--- config.mk ---
export PLATFORM = sky130hd
export DESIGN_NAME = display_reply_frame_parser
export DESIGN_NICKNAME = d
export VERILOG_FILES = /design/src/rtl/core/drfp_pkg.sv /design/src/rtl/core/display_reply_frame_parser.sv /design/src/rtl/core/drfp_front.sv /design/src/rtl/core/drfp_back.sv
export SDC_FILE = /design/constraint.sdc
export NUM_CORES = 1
export LEC_CHECK = 0
export ABC_AREA = 1
export BUFFER_PORTS_ARGS = -buffer_cell sky130_fd_sc_hd__buf_2
export CAP_MARGIN = 30
export CORE_AREA = 2 2 284 286
export CTS_CLUSTER_SIZE = 24
export DETAILED_ROUTE_END_ITERATION = 16
export DIE_AREA = 0 0 286 288
export PLACE_DENSITY_LB_ADDON = 0.25
export SLEW_MARGIN = 10
export SYNTH_ARGS = -nofsm -noshare
export SYNTH_HDL_FRONTEND = slang
export SYNTH_HIERARCHICAL = 1
export SYNTH_SLANG_ARGS = --single-unit
--- constraint.sdc ---
create_clock -name clk -period 19.1 [get_ports clk]
set_input_delay 4.775 -clock clk [delete_from_list [all_inputs] [get_ports clk]]
set_output_delay 4.775 -clock clk [all_outputs]
set_load 0.02 [all_outputs]
--- src/rtl/core/drfp_pkg.sv ---
// Package for the display reply frame parser: payload structs, codes, constants.
// No dependencies; every other file of the block imports it.
package drfp_pkg;

  localparam int EventQueueDepthDefault = 8;

  typedef enum logic [1:0] {
    CMD_RX_BYTE   = 2'd0,
    CMD_POP_EVENT = 2'd1,
    CMD_ARM_DATA  = 2'd2,
    CMD_ARM_RESP  = 2'd3
  } cmd_t;

  typedef enum logic [3:0] {
    ST_NONE      = 4'd0,
    ST_POPPED    = 4'd1,
    ST_EMPTY     = 4'd2,
    ST_QUEUED    = 4'd3,
    ST_DROPPED   = 4'd4,
    ST_RESPONSE  = 4'd5,
    ST_NUMBER    = 4'd6,
    ST_STRING    = 4'd7,
    ST_BAD_NUM   = 4'd8,
    ST_DISCARDED = 4'd9
  } status_t;

  localparam logic [7:0] BYTE_EVENT  = 8'h65;
  localparam logic [7:0] BYTE_STRING = 8'h70;
  localparam logic [7:0] BYTE_NUMBER = 8'h71;
  localparam logic [7:0] BYTE_FF     = 8'hff;

  typedef struct packed {
    logic [1:0] command;
    logic [7:0] rx_byte;
    logic [7:0] capture_len;
  } in_item_t;

  typedef struct packed {
    logic [3:0]  status;
    logic [55:0] event_data;
    logic [3:0]  event_count;
    logic [31:0] response_data;
    logic [31:0] number_value;
    logic [7:0]  string_byte;
    logic        string_byte_valid;
    logic [7:0]  string_length;
  } out_item_t;

endpackage

--- src/rtl/core/display_reply_frame_parser.sv ---
// Top level of the display reply frame parser: input queue plus parser back end.
// Depends on drfp_pkg, drfp_front and drfp_back.
//
// Usage: each input request carries a command (receive byte, pop event, arm
// data capture, arm response capture), a byte and a capture length. It is
// pushed with in_push while in_full is low. Every request yields exactly one
// result on the out_ side, shown while out_empty is low and taken with out_pop.
// A request passes through the input queue, then the parser, whose result
// register feeds the outputs. Throughput is one request per cycle while the
// result register is free or being popped. When the receiver
// stalls, the result register holds and the two-entry input queue fills, then
// in_full rises. Synchronous active-low reset empties both queues, clears the
// event FIFO count, disarms both captures and returns to message mode; the
// block accepts requests from the first cycle after reset.
module display_reply_frame_parser #(
  parameter int EventQueueDepth = drfp_pkg::EventQueueDepthDefault
) (
  input  logic                clk,
  input  logic                rst_n,
  input  logic                in_push,
  output logic                in_full,
  input  drfp_pkg::in_item_t  in_item,
  output logic                out_empty,
  input  logic                out_pop,
  output drfp_pkg::out_item_t out_item
);
  import drfp_pkg::*;

  logic     req_valid, req_take;
  in_item_t req_item;

  drfp_front u_front (
    .clk, .rst_n, .in_push, .in_full, .in_item,
    .req_valid, .req_item, .req_take
  );

  drfp_back #(.EventQueueDepth(EventQueueDepth)) u_back (
    .clk, .rst_n, .req_valid, .req_item, .req_take,
    .out_empty, .out_pop, .out_item
  );
endmodule

--- src/rtl/core/drfp_front.sv ---
// Front part: input queue stage that accepts a request and holds it for the parser.
// Depends on drfp_pkg.
module drfp_front (
  input  logic              clk,
  input  logic              rst_n,
  input  logic              in_push,
  output logic              in_full,
  input  drfp_pkg::in_item_t in_item,
  output logic              req_valid,
  output drfp_pkg::in_item_t req_item,
  input  logic              req_take
);
  import drfp_pkg::*;

  // Two-entry queue so each side stalls on its own at full rate.
  in_item_t   mem_r [2];
  logic       wptr_r, rptr_r;
  logic [1:0] cnt_r;
  logic       do_push, do_pop;

  assign in_full   = cnt_r == 2'd2;
  assign req_valid = cnt_r != 2'd0;
  assign req_item  = mem_r[rptr_r];
  assign do_push   = in_push && !in_full;
  assign do_pop    = req_take && req_valid;

  always_ff @(posedge clk) begin
    if (do_push) begin
      mem_r[wptr_r] <= in_item;
    end
    if (!rst_n) begin
      wptr_r <= 1'b0;
      rptr_r <= 1'b0;
      cnt_r  <= 2'd0;
    end else begin
      if (do_push) wptr_r <= ~wptr_r;
      if (do_pop)  rptr_r <= ~rptr_r;
      cnt_r <= cnt_r + {1'b0, do_push} - {1'b0, do_pop};
    end
  end
endmodule

--- src/rtl/core/drfp_back.sv ---
// Back part: the frame parser state, event FIFO and result register.
// Depends on drfp_pkg.
module drfp_back #(
  parameter int EventQueueDepth = drfp_pkg::EventQueueDepthDefault
) (
  input  logic               clk,
  input  logic               rst_n,
  input  logic               req_valid,
  input  drfp_pkg::in_item_t req_item,
  output logic               req_take,
  output logic               out_empty,
  input  logic               out_pop,
  output drfp_pkg::out_item_t out_item
);
  import drfp_pkg::*;

  localparam int QW = $clog2(EventQueueDepth);
  localparam int CW = $clog2(EventQueueDepth + 1);

  typedef enum logic [1:0] {
    MODE_MSG, MODE_STRING, MODE_NUMBER, MODE_DISCARD
  } mode_t;

  mode_t         mode_r, mode_nxt;
  logic [1:0]    run_r, run_nxt;
  logic [55:0]   hold_r, hold_nxt;
  logic [2:0]    fcnt_r, fcnt_nxt;
  logic [55:0]   queue_mem [EventQueueDepth];
  logic [QW-1:0] head_r, head_nxt, tail_r, tail_nxt;
  logic [CW-1:0] qcnt_r, qcnt_nxt;
  logic          darm_r, darm_nxt, rarm_r, rarm_nxt;
  logic [7:0]    dlim_r, dlim_nxt, dcnt_r, dcnt_nxt;
  logic [31:0]   num_r, num_nxt;
  logic          qwrite;
  out_item_t     res, res_r;
  logic          res_valid_r;
  logic          step;

  // Output register: the next request is processed only when no result waits or the waiting one is popped.
  assign req_take  = req_valid && (!res_valid_r || out_pop);
  assign step      = req_take;
  assign out_empty = !res_valid_r;
  assign out_item  = res_r;

  // Step logic, one request per cycle while the result register can take a result.
  always_comb begin
    logic [55:0] h;
    logic [2:0]  fc;
    logic [1:0]  rn;
    mode_t       m;
    h = hold_r; fc = fcnt_r; rn = run_r; m = mode_r;
    mode_nxt = mode_r; run_nxt = run_r; hold_nxt = hold_r; fcnt_nxt = fcnt_r;
    head_nxt = head_r; tail_nxt = tail_r; qcnt_nxt = qcnt_r;
    darm_nxt = darm_r; rarm_nxt = rarm_r; dlim_nxt = dlim_r; dcnt_nxt = dcnt_r;
    num_nxt = num_r; qwrite = 1'b0;
    res = '0;
    if (m == MODE_DISCARD && !darm_r) m = MODE_MSG;
    mode_nxt = m;
    unique case (cmd_t'(req_item.command))
      CMD_RX_BYTE: begin
        if (m == MODE_MSG) begin
          if (req_item.rx_byte == BYTE_STRING || req_item.rx_byte == BYTE_NUMBER) begin
            fcnt_nxt = '0; hold_nxt = '0; run_nxt = '0; dcnt_nxt = '0;
            if (!darm_r) mode_nxt = MODE_DISCARD;
            else mode_nxt = (req_item.rx_byte == BYTE_STRING) ? MODE_STRING : MODE_NUMBER;
          end else if (req_item.rx_byte == BYTE_FF || fc < 3'd4) begin
            // Append a byte, dropping the oldest when seven are held.
            if (fc == 3'd7) begin
              h = {8'h00, h[55:8]};
              fc = 3'd6;
            end
            h[fc*8 +: 8] = req_item.rx_byte;
            fc = fc + 3'd1;
            hold_nxt = h; fcnt_nxt = fc;
            if (req_item.rx_byte != BYTE_FF) run_nxt = '0;
            else if (rn == 2'd2) begin
              // Frame end.
              if (fc == 3'd7 && h[7:0] == BYTE_EVENT) begin
                res.event_data = h;
                if (qcnt_r < CW'(EventQueueDepth)) begin
                  qwrite   = 1'b1;
                  tail_nxt = (tail_r == QW'(EventQueueDepth - 1)) ? '0 : tail_r + QW'(1);
                  qcnt_nxt = qcnt_r + CW'(1);
                  res.status = ST_QUEUED;
                end else res.status = ST_DROPPED;
              end else if (fc == 3'd4 && rarm_r) begin
                res.status = ST_RESPONSE;
                res.response_data = h[31:0];
                rarm_nxt = 1'b0;
              end else res.status = ST_DISCARDED;
              fcnt_nxt = '0; hold_nxt = '0; run_nxt = '0;
            end else run_nxt = rn + 2'd1;
          end else run_nxt = '0;
        end else if (req_item.rx_byte == BYTE_FF) begin
          if (rn == 2'd2) begin
            unique case (m)
              MODE_NUMBER: begin
                if (dcnt_r == 8'd4) begin
                  res.status = ST_NUMBER;
                  res.number_value = num_r;
                end else res.status = ST_BAD_NUM;
              end
              MODE_STRING: begin
                res.status = ST_STRING;
                res.string_length = dcnt_r;
              end
              default: res.status = ST_DISCARDED;
            endcase
            darm_nxt = 1'b0; dcnt_nxt = '0; run_nxt = '0; mode_nxt = MODE_MSG;
          end else run_nxt = rn + 2'd1;
        end else begin
          run_nxt = '0;
          if (m == MODE_NUMBER) begin
            if (dcnt_r < 8'd4) num_nxt[dcnt_r[1:0]*8 +: 8] = req_item.rx_byte;
            if (dcnt_r != 8'd255) dcnt_nxt = dcnt_r + 8'd1;
          end else if (m == MODE_STRING) begin
            if (dlim_r != 8'd0 && dcnt_r < dlim_r - 8'd1) begin
              dcnt_nxt = dcnt_r + 8'd1;
              res.string_byte = req_item.rx_byte;
              res.string_byte_valid = 1'b1;
            end
          end
        end
      end
      CMD_POP_EVENT: begin
        if (qcnt_r != '0) begin
          res.status = ST_POPPED;
          res.event_data = queue_mem[head_r];
          head_nxt = (head_r == QW'(EventQueueDepth - 1)) ? '0 : head_r + QW'(1);
          qcnt_nxt = qcnt_r - CW'(1);
        end else res.status = ST_EMPTY;
      end
      CMD_ARM_DATA: begin
        if (req_item.capture_len != 8'd0) begin
          darm_nxt = 1'b1; dlim_nxt = req_item.capture_len;
          dcnt_nxt = '0; fcnt_nxt = '0; hold_nxt = '0;
        end
      end
      default: rarm_nxt = 1'b1;
    endcase
    res.event_count = 4'(qcnt_nxt);
  end

  // State and result registers.
  always_ff @(posedge clk) begin
    if (step && qwrite) queue_mem[tail_r] <= res.event_data;
    if (step) begin
      res_r  <= res;
      hold_r <= hold_nxt;
      num_r  <= num_nxt;
    end
    if (!rst_n) begin
      mode_r <= MODE_MSG; run_r <= '0; fcnt_r <= '0; head_r <= '0; tail_r <= '0;
      qcnt_r <= '0; darm_r <= 1'b0; rarm_r <= 1'b0; dlim_r <= '0; dcnt_r <= '0;
      res_valid_r <= 1'b0;
    end else begin
      if (step) begin
        mode_r <= mode_nxt; run_r <= run_nxt; fcnt_r <= fcnt_nxt;
        head_r <= head_nxt; tail_r <= tail_nxt; qcnt_r <= qcnt_nxt;
        darm_r <= darm_nxt; rarm_r <= rarm_nxt; dlim_r <= dlim_nxt; dcnt_r <= dcnt_nxt;
        res_valid_r <= 1'b1;
      end else if (out_pop) begin
        res_valid_r <= 1'b0;
      end
    end
  end
endmodule

# Word level (Yosys, flattened, before mapping)
# Memories as Yosys holds them, arrays and structs flattened. A register that Yosys moved wholly into a read port is not among the register bits.
# Index checks and enable logic that the tools add are counted.
# totals
register_bits	273
latchBits	0
ramBits	484
rom_bits	0
word_cells	243
n_memories	2
# op_classes
addsub	12
multipliers	0
n_div	0
order_cmp	4
n_eq_ne	35
n_shift	4
mux	110
n_bitwise	15
n_reduce_logical	37
# memory_table
memory	depth	word_bits	rd	rd_clocked_by_memory_dff	wr	line_no	rtl
u_back.queue_mem	8	56	1	1	1	drfp_back.sv:28	logic [55:0] queue_mem [EventQueueDepth];
u_front.mem_r	2	18	1	1	1	drfp_front.sv:16	in_item_t mem_r [2];
# op_table
op	n
56-bit two-way mux	14
60-bit two-way mux	4
60-bit one-hot mux with 2 select lines	1
56-bit one-hot mux with 2 select lines	1
8-bit two-way mux	9
56-bit bitwise mux	1
4-bit two-way mux	14
8-bit by 34-bit variable shift with 56-bit output (first input constant)	1
8-bit by 34-bit indexed part select with 56-bit output	1
3-bit two-way mux	16
5-bit negation with 34-bit output	1
6-bit negation with 34-bit output	1
8-bit by 34-bit variable shift with 32-bit output (first input constant)	1
8-bit by 34-bit indexed part select with 32-bit output	1
32-bit bitwise mux	1
2-bit two-way mux	15
1-bit two-way mux	28
8-bit by 7-bit == test with 1-bit output (second input constant)	3
9-bit AND reduction	2
8-bit != test (second input constant)	2
4-bit one-hot mux with 2 select lines	2
8-bit one-hot mux with 2 select lines	1
8-bit nonzero test	2
3-bit == test (second input constant)	5
other kinds (41)	90

# Logic depth before layout (Yosys ltp)
# Gate-level depths: netlist (run 1).
# depth
ltp_word	21
ltp_mapped	23

# Hierarchy
# The synthesis (run 1) kept the hierarchy.
# by_module_without_submodules
module	n_inst	cells_per_inst	area_each_um2
drfp_back	1	2462	29794.8
drfp_front	1	94	1600.3

# Least setup slack after synthesis (run 1)
# OpenSTA, ideal clock, no wires.
# synth_timing
path_type	input to register
startpoint	input port out_pop
endpoint	register u_front.cnt_r[1]
arrival_ns	10.329
required_ns	18.985
slack_ns	8.656
cell_stages	14
n_path_buf	1
path_cell_list	or2_2 > nand2_1 > inv_1 > clkbuf_1 > inv_1 > nor2_1 > ha_1 > inv_1 > ha_1 > inv_1 > nand2_1 > nand3_1 > nand2_1 > nor2_1
# synth_via
elab_chain_len	4
# synth_lines
element	line_no	rtl
start, declared	display_reply_frame_parser.sv:24	input logic out_pop,
1-bit logical OR	drfp_back.sv:40	assign req_take = req_valid && (!res_valid_r || out_pop);
1-bit logical AND	drfp_back.sv:40	
net req_take	display_reply_frame_parser.sv:29	logic req_valid, req_take;
1-bit logical AND	drfp_front.sv:25	assign do_pop = req_take && req_valid;
net u_front.do_pop	drfp_front.sv:19	logic do_push, do_pop;
2-bit by 1-bit subtractor with 2-bit output	drfp_front.sv:38	cnt_r <= cnt_r + {1'b0, do_push} - {1'b0, do_pop};
end signal, assigned	drfp_front.sv:38	
end, declared	drfp_front.sv:18	logic [1:0] cnt_r;
# The timed path passes the listed nets, and every way through them passes these cells.
# A chain may end at the register's enable or synchronous reset.

# Final worst setup path (run 1)
# layout_timing
startpoint	input port out_pop
endpoint	register u_back.hold_r[24], enable pin
# layout_via
elab_chain_len	3
# layout_lines
element	line_no	rtl
1-bit logical OR	drfp_back.sv:40	
1-bit logical AND	drfp_back.sv:40	
net req_take	display_reply_frame_parser.sv:29	
5-bit AND reduction (no source line)	-	
end signal, assigned	drfp_back.sv:149	hold_r <= hold_nxt;
end, declared	drfp_back.sv:26	logic [55:0] hold_r, hold_nxt;
# The timed path passes the listed nets, and every way through them passes these cells.

==> run_results.csv, run 1 <==
group,metric,value,unit
run_status,status,"finished clean",
clocking,clk_latency,0.65,ns
timing,drv_slew,0,
setup_path,critPathMaxStageDelay,0.68,ns
power_and_ir_drop,p_leak,13.0,nW
synthesis,synth_edf_count,717,
clocking,post_cts_buffers,0,
placement,hpwl,48400,µm
global_routing,grt_overflow,0,
placement,dp_cells,3686,
floorplanning,coreArea,0.0796,mm²
cells_and_area,syn_to_final_growth,15.4,%
detailed_routing,firstDrtPassIters,6,
clocking,root_buffer,"clkbuf_16",
placement,io_buffer_count,168,
detailed_routing,drc_errors,0,
clocking,postCtsHoldBufs,0,
global_routing,grt_usage,0.195,
timing,hold_slack,0.475,ns
global_routing,grt_pass1_vias,20200,
setup_path,r2r_cells,17,
power_and_ir_drop,clkPwrFrac,0.283,
synthesis,synth_fp_nets,2611,
clocking,clock_path_buffers,3,
detailed_routing,wl_per_cell,21.2,µm
clocking,cts_made_buffers,79,
synthesis,synth-main-ff-cell,"edfxtp_1",
timing,max_slew_margin,0.320,
flow_run,max-cap-violations,0,
power_and_ir_drop,switchingPower,0.00190,W
setup_path,critical_path.startpoint_type,"primary input",
power_and_ir_drop,power_frac_comb,0.287,
setup_path,worstPathRequired,19.40,ns
synthesis,ys_warn_count,6,
synthesis,synth_compound_area_frac,0.114,
timing,fin_worst_skew,0.0557,ns
clocking,clock_sinks,761,
detailed_routing,via_count,20800,
detailed_routing,drtAntennaViolNets,0,
cells_and_area,nNetsFinal,2781,
timing,min_period_over_period,0.379,
synthesis,syn_avg_cell_area,12.3,µm²
power_and_ir_drop,max-vdd-ir-drop,0.0000721,V
setup_path,arrival,7.54,ns
clocking,htree_levels,3,
clocking,path_clk_slew,0.06,ns
synthesis,yosys.area_share.simple,0.108,
timing,grt_setup_unrepaired,"false",
setup_path,cpMostUsedCell,"nand2_1",
timing,period_needed,7.24,ns
min_path,hold_path.class,"register to register",
synthesis,async_flop_share,0,
global_routing,grt_pass1_wl,122000,µm
synthesis,ys_types,50,
cells_and_area,drive_gt1_frac,0.150,
setup_path,r2r_start,"u_back/fcnt_r[2]",
setup_path,critPathSlowestCell,"inv_6",
floorplanning,rows,104,
global_routing,antenna_found_initial,2,
setup_path,critical_path_peak_fanout,86,
floorplanning,initial_core_util,0.394,
detailed_routing,wl,81700,µm
setup_path,cp-end-kind,"register",
setup_path,r2r_end,"u_back/out_item[100]",
timing,setup_violations,0,
synthesis,ys_ff_latch,761,
cells_and_area,final_cells,3847,
timing,hold_violations,0,
setup_path,crit_chain,"buf_2 -> or2_2 -> nand2_1 -> inv_6 -> o21ai_0 -> nor2_1 -> nand2_1 -> inv_2 -> buf_16",
power_and_ir_drop,power.internal,0.00347,W
min_path,whs_path_depth,2,
min_path,worstHoldStart,"u_back/rarm_r",
global_routing,grt_max_degree,103,
synthesis,netlist_area,0.0314,mm²
floorplanning,dieArea,0.0824,mm²
placement,gp_congestion,0.904,
synthesis,synthXorXnorAreaFrac,0.00279,
power_and_ir_drop,p_seq_frac,0.431,
power_and_ir_drop,power_switching_share,0.354,
clocking,cts.repair.resized,0,
synthesis,syn_inst,2556,
cells_and_area,layout_commonest_cell,"edfxtp_1",
setup_path,r2r_slack,14.30,ns
synthesis,synthMuxAreaShare,0.00765,
cells_and_area,mostFrequentLayoutCells,"edfxtp_1, nor2_1, o21ai_0",
timing,fmax,138,MHz
setup_path,worst-setup-path-type,"primary input to register",
floorplanning,die_y,288,µm
floorplanning,die_w,286,µm
timing,setup_tns,0,ns
cells_and_area,diodes,0,
synthesis,synthAdderAreaFrac,0.0132,
power_and_ir_drop,cellPowerDensity,148,mW/mm²
synthesis,synth_top_family_by_area,"compound AO/OA/AOI/OAI gates",
detailed_routing,vias_per_cell,5.42,
floorplanning,ios,169,
detailed_routing,drt_iter0_drc,1848,
min_path,min_to,"u_back/rarm_r",
clocking,cts_tree,"done",
synthesis,synth_seq_area_share,0.714,
timing,worstMarginPinSlew,1.01,ns
==> layer usage <==
metal | global-route usage | vias up | share of wire
met5 | 0 | - | 0.00035
met4 | 0.0784 | 4 | 0.035
met3 | 0.0372 | 155 | 0.071
met2 | 0.325 | 786 | 0.48
met1 | 0.250 | 10300 | 0.41
li1 | - | 9620 | -
==> power groups by stage <==
stage                     logic [W]  clock network, W  registers [W]
after floorplan            0.000838                 0        0.00251
after global placement      0.00147                 0        0.00236
after detailed placement    0.00151                 0        0.00236
after CTS                   0.00152           0.00155        0.00233
after global routing        0.00169           0.00162        0.00234
final                       0.00154           0.00152        0.00231
==> Yosys cell counts (2+ instances only) <==
cell type,n,share of area
nor3_2,3,0.00096
o21ai_0,284,0.045
nor2_1,466,0.056
nor3_1,55,0.0088
xor2_1,9,0.0025
a21oi_1,55,0.0088
mux2_4,10,0.0048
edfxtp_1,717,0.69
o31ai_1,41,0.0098
nand2_4,3,0.0011
buf_6,2,0.00072
nand4_1,19,0.0038
nand2_1,206,0.025
dfxtp_1,44,0.028
o211ai_1,49,0.012
o21ai_1,9,0.0014
clkinv_1,4,0.00048
ha_1,33,0.013
clkbuf_1,119,0.014
buf_1,4,0.00048
buf_4,4,0.00096
inv_1,163,0.019
inv_2,10,0.0012
buf_2,18,0.0029
o22ai_1,51,0.010
a211oi_1,4,0.00096
o221ai_1,59,0.016
nor4_1,3,0.00060
nor2_4,5,0.0018
a22oi_1,7,0.0017
a31oi_1,27,0.0054
nand2_2,4,0.00080
mux2_2,8,0.0029
nand3_1,45,0.0072
==> cell type report <==
class | count | area [µm²]
clock buffer | 96 | 2080
sequential | 761 | 22400
timing repair buffer | 237 | 1490
multi-input combinational | 1470 | 7750
fill | 7205 | 43400
inverter | 177 | 672
clock inverter | 46 | 487
tap | 1060 | 1330
==> critical path, delay by kind of cell <==
kind | cells | cell delay (ns)
buf+inv | 4 | 1.65
compound gates | 1 | 0.30
simple gates | 4 | 0.77
==> flip-flops by register name, summed over array words and instances (netlist names), named ones only <==
register and count:
u_back/darm_r 1, u_back/dcnt_r 8, u_back/dlim_r 8, u_back/fcnt_r 3, u_back/head_r 3, u_back/hold_r 56, u_back/mode_r 2, u_back/num_r 32
u_back/out_item 145, u_back/qcnt_r 4, u_back/queue_mem 448, u_back/rarm_r 1, u_back/res_valid_r 1, u_back/run_r 2, u_back/tail_r 3, u_front/cnt_r 2
u_front/mem_r 36, u_front/rptr_r 1, u_front/wptr_r 1
==> cells by family (layout without fill, tap and decap cells) <==
logic type	Yosys count	in the layout
buf+inv	325	556
flops	761	761
fa+ha+maj	33	33
compound gates	593	593
simple gates	816	816
xor+xnor	10	10
mux	18	18
==> per-stage QoR <==
stage	worst slack, ns	total power (W)	area (µm²)	utilization
after floorplan	8.66	0.00335	31400	-
after global placement	11.22	0.00383	33300	0.418
after detailed placement	11.24	0.00387	33500	0.420
after CTS	11.87	0.00540	36000	0.453
after global routing	11.64	0.00564	36200	0.455
final	11.86	0.00537	36200	0.455
==> worst max-delay path by stage <==
stage / from / endpoint / cells after the start / slack [ns]
6_report: out_pop / u_back/hold_r[24] / 9 / 11.86
4_1_cts: out_pop / u_back/hold_r[24] / 9 / 11.87
5_1_grt: out_pop / u_back/hold_r[24] / 9 / 11.64
3_5_place_dp: out_pop / u_back/hold_r[44] / 9 / 11.24
3_3_place_gp: out_pop / u_back/hold_r[36] / 8 / 11.22
2_1_floorplan: out_pop / u_front/cnt_r[1] / 14 / 8.66
Note: power is estimated with default switching activity, not from simulation.
==> run 2: changes to the inputs <==
==> constraint.sdc (replaced) <==
create_clock -name clk -period 6.5 [get_ports clk]
set_input_delay 1.625 -clock clk [delete_from_list [all_inputs] [get_ports clk]]
set_output_delay 1.625 -clock clk [all_outputs]
set_load 0.02 [all_outputs]
==> run 2 against run 1 <==
  * Setup slack lost 10 ns
  * Sequential cell count stayed put
  * Sequential share of layout area rose by 0.19 points
  * Register-to-register slack got worse by 12 ns
  * Clock-buffer cell count increased by 9
  * First-iteration DRC count grew 13%
  * Largest power group unchanged
  * Power rose to 3.0 times the previous value
  * Via count is 0.56% higher
  * Cell count down 0.39%
  * Non-clock buffer count is 19 lower
  * Critical path type is now register to register
  * Combinational power rose to 2.9 times the previous value
  * Largest cell class unchanged
==> run_results.csv, run 2 (synthesis results as in run 1) <==
group,metric,value,unit
setup_path,cp_top_family,"simple AND/OR/NAND/NOR gates",
power_and_ir_drop,clkPwrFrac,0.284,
global_routing,grt_usage,0.203,
global_routing,grt_pass1_vias,20500,
flow_run,max-cap-violations,0,
clocking,clock_sinks,761,
setup_path,crit_chain,"nand2_1 -> nor2_4 -> nor2_1 -> inv_1 -> ha_1 -> nand2_1 -> nor2_4 -> nand2_4 -> nand2_1 -> nand2_1 -> inv_1 -> nand3_1 -> nor2_1 -> nand2_1 -> nor2_2 -> inv_2 -> buf_4 -> o31ai_1",
cells_and_area,drive_gt1_frac,0.142,
run_status,status,"finished clean",
setup_path,critPathMaxStageDelay,0.86,ns
placement,gp_congestion,0.907,
cells_and_area,diodes,0,
timing,setup_violations,0,
cells_and_area,top_register,"u_back/queue_mem",
placement,io_buffer_count,168,
clocking,cts_tree,"done",
setup_path,path_buf_inv,4,
power_and_ir_drop,power_switching_share,0.358,
timing,grt_setup_unrepaired,"false",
detailed_routing,wl_per_cell,22.2,µm
timing,worstMarginPinSlew,1.01,ns
floorplanning,initial_core_util,0.394,
power_and_ir_drop,switchingPower,0.00569,W
setup_path,worst-setup-path-type,"register to register",
setup_path,critical_path.startpoint_type,"register",
global_routing,antenna_found_initial,0,
clocking,cts_made_buffers,80,
power_and_ir_drop,p_seq_frac,0.433,
timing,fmax,213,MHz
floorplanning,ios,169,
timing,hold_violations,0,
detailed_routing,drc_errors,0,
power_and_ir_drop,power_frac_comb,0.282,
floorplanning,rows,104,
cells_and_area,largest_reg_flops,448,
cells_and_area,layout_commonest_cell,"edfxtp_1",
floorplanning,die_w,286,µm
timing,min_period_over_period,0.721,
cells_and_area,syn_to_final_growth,15.1,%
detailed_routing,drtAntennaViolNets,0,
detailed_routing,wl,84900,µm
timing,setup_ws,1.81,ns
clocking,htree_levels,3,
cells_and_area,fill_cells,7286,
floorplanning,dieArea,0.0824,mm²
setup_path,cpMostUsedCell,"nand2_1",
timing,drv_slew,0,
power_and_ir_drop,p_leak,12.9,nW
timing,fin_worst_skew,0.0498,ns
placement,place_ws,1.89,ns
setup_path,critPathSlowestCell,"o31ai_1",
cells_and_area,mostFrequentLayoutCells,"edfxtp_1, nor2_1, o21ai_0",
global_routing,grt_use_met2,0.341,
clocking,root_buffer,"clkbuf_16",
clocking,post_cts_buffers,0,
floorplanning,coreArea,0.0796,mm²
detailed_routing,drt_iter0_drc,2082,
placement,hpwl,49800,µm
power_and_ir_drop,max-vdd-ir-drop,0.000323,V
global_routing,busiest_layer,"met2",
setup_path,worstPathRequired,6.81,ns
min_path,worstHoldStart,"u_back/rarm_r",
global_routing,grt_overflow,0,
clocking,clk_latency,0.65,ns
clocking,cts.repair.resized,0,
timing,period_needed,4.69,ns
clocking,clock_path_buffers,3,
min_path,hold_path.class,"register to register",
cells_and_area,nNetsFinal,2763,
floorplanning,die_y,288,µm
setup_path,r2r_start,"u_back/fcnt_r[2]",
global_routing,grt_pass1_wl,127000,µm
power_and_ir_drop,cellPowerDensity,440,mW/mm²
power_and_ir_drop,power.total,0.0159,W
setup_path,critical_path_peak_fanout,21,
global_routing,grt_use_met1,0.269,
timing,hold_slack,0.492,ns
global_routing,grt_max_degree,129,
setup_path,arrival,5.00,ns
power_and_ir_drop,power.internal,0.0102,W
global_routing,use_met3,0.0315,
setup_path,crit_start,"u_back/fcnt_r[2]",
clocking,path_clk_slew,0.07,ns
detailed_routing,via_count,21000,
detailed_routing,vias_per_cell,5.47,
clocking,postCtsHoldBufs,0,
cells_and_area,final_util,0.454,
setup_path,cp-end-kind,"register",
timing,max_slew_margin,0.321,
detailed_routing,firstDrtPassIters,6,
[run 2: cell types whose count changed in the layout (fill, tap and decap cells not counted), moves of 3 or more]
| cell | change |
|---|---|
| buf_2 | -11 |
| buf_16 | -5 |
| clkbuf_2 | -4 |
| clkinvlp_4 | -5 |
| clkbuf_1 | +11 |
| clkinv_16 | +3 |
| buf_4 | -3 |
| buf_12 | +4 |
[run 2: power by group through the flow]
| stage | clock network (W) | logic, W | registers, W |
|---|---|---|---|
| 3_3_place_gp | 0 | 0.00439 | 0.00702 |
| 6_report | 0.00452 | 0.00449 | 0.00689 |
| 4_1_cts | 0.00462 | 0.00447 | 0.00692 |
| 2_1_floorplan | 0 | 0.00246 | 0.00734 |
| 5_1_grt | 0.00480 | 0.00493 | 0.00696 |
| 3_5_place_dp | 0 | 0.00445 | 0.00701 |
[run 2: cell type report]
type	count	area (µm²)	area share
flip-flops and latches	761	22400	0.621
multi-input cells	1470	7750	0.215
well taps	1060	1330	0.0367
repair buffers	218	1340	0.0371
clock inverters	41	515	0.0143
clock buffers	105	2100	0.0580
inverters	177	672	0.0186
[run 2: worst paths after layout]
| kind | end | slack [ns] | cells after the start |
|---|---|---|---|
| worst max-delay path | u_back/queue_mem[2][36] | 1.81 | 18 |
| worst min-delay path | u_back/rarm_r | 0.49 | 2 |
| worst max register to register | u_back/queue_mem[2][36] | 1.81 | 18 |
| worst min register to register | u_back/rarm_r | 0.49 | 2 |
[run 2: per-stage QoR]
step / instances / setup TNS (ns) / cell area, µm²
after floorplan: 2556 / -221.71 / 31400
after global placement: 3674 / 0 / 33400
after detailed placement: 3676 / 0 / 33400
after CTS: 3822 / 0 / 36000
after global routing: 3832 / 0 / 36100
final: 3832 / 0 / 36100
[run 2: worst register-to-register path, cell delays in order (launching register included)]
cell and delay (ns):
dfxtp_1 0.45, nand2_1 0.19, nor2_4 0.04, nor2_1 0.28, inv_1 0.18, ha_1 0.48
nand2_1 0.14, nor2_4 0.22, nand2_4 0.12, nand2_1 0.09, nand2_1 0.06, inv_1 0.12
nand3_1 0.08, nor2_1 0.12, nand2_1 0.11, nor2_2 0.16, inv_2 0.28, buf_4 0.36
o31ai_1 0.87
[run 2: per-layer routing]
metal  vias up  share of wire
met5         -              0
met4         0          0.027
met3       157          0.068
met2       810           0.49
met1     10400           0.42
li1       9574              -
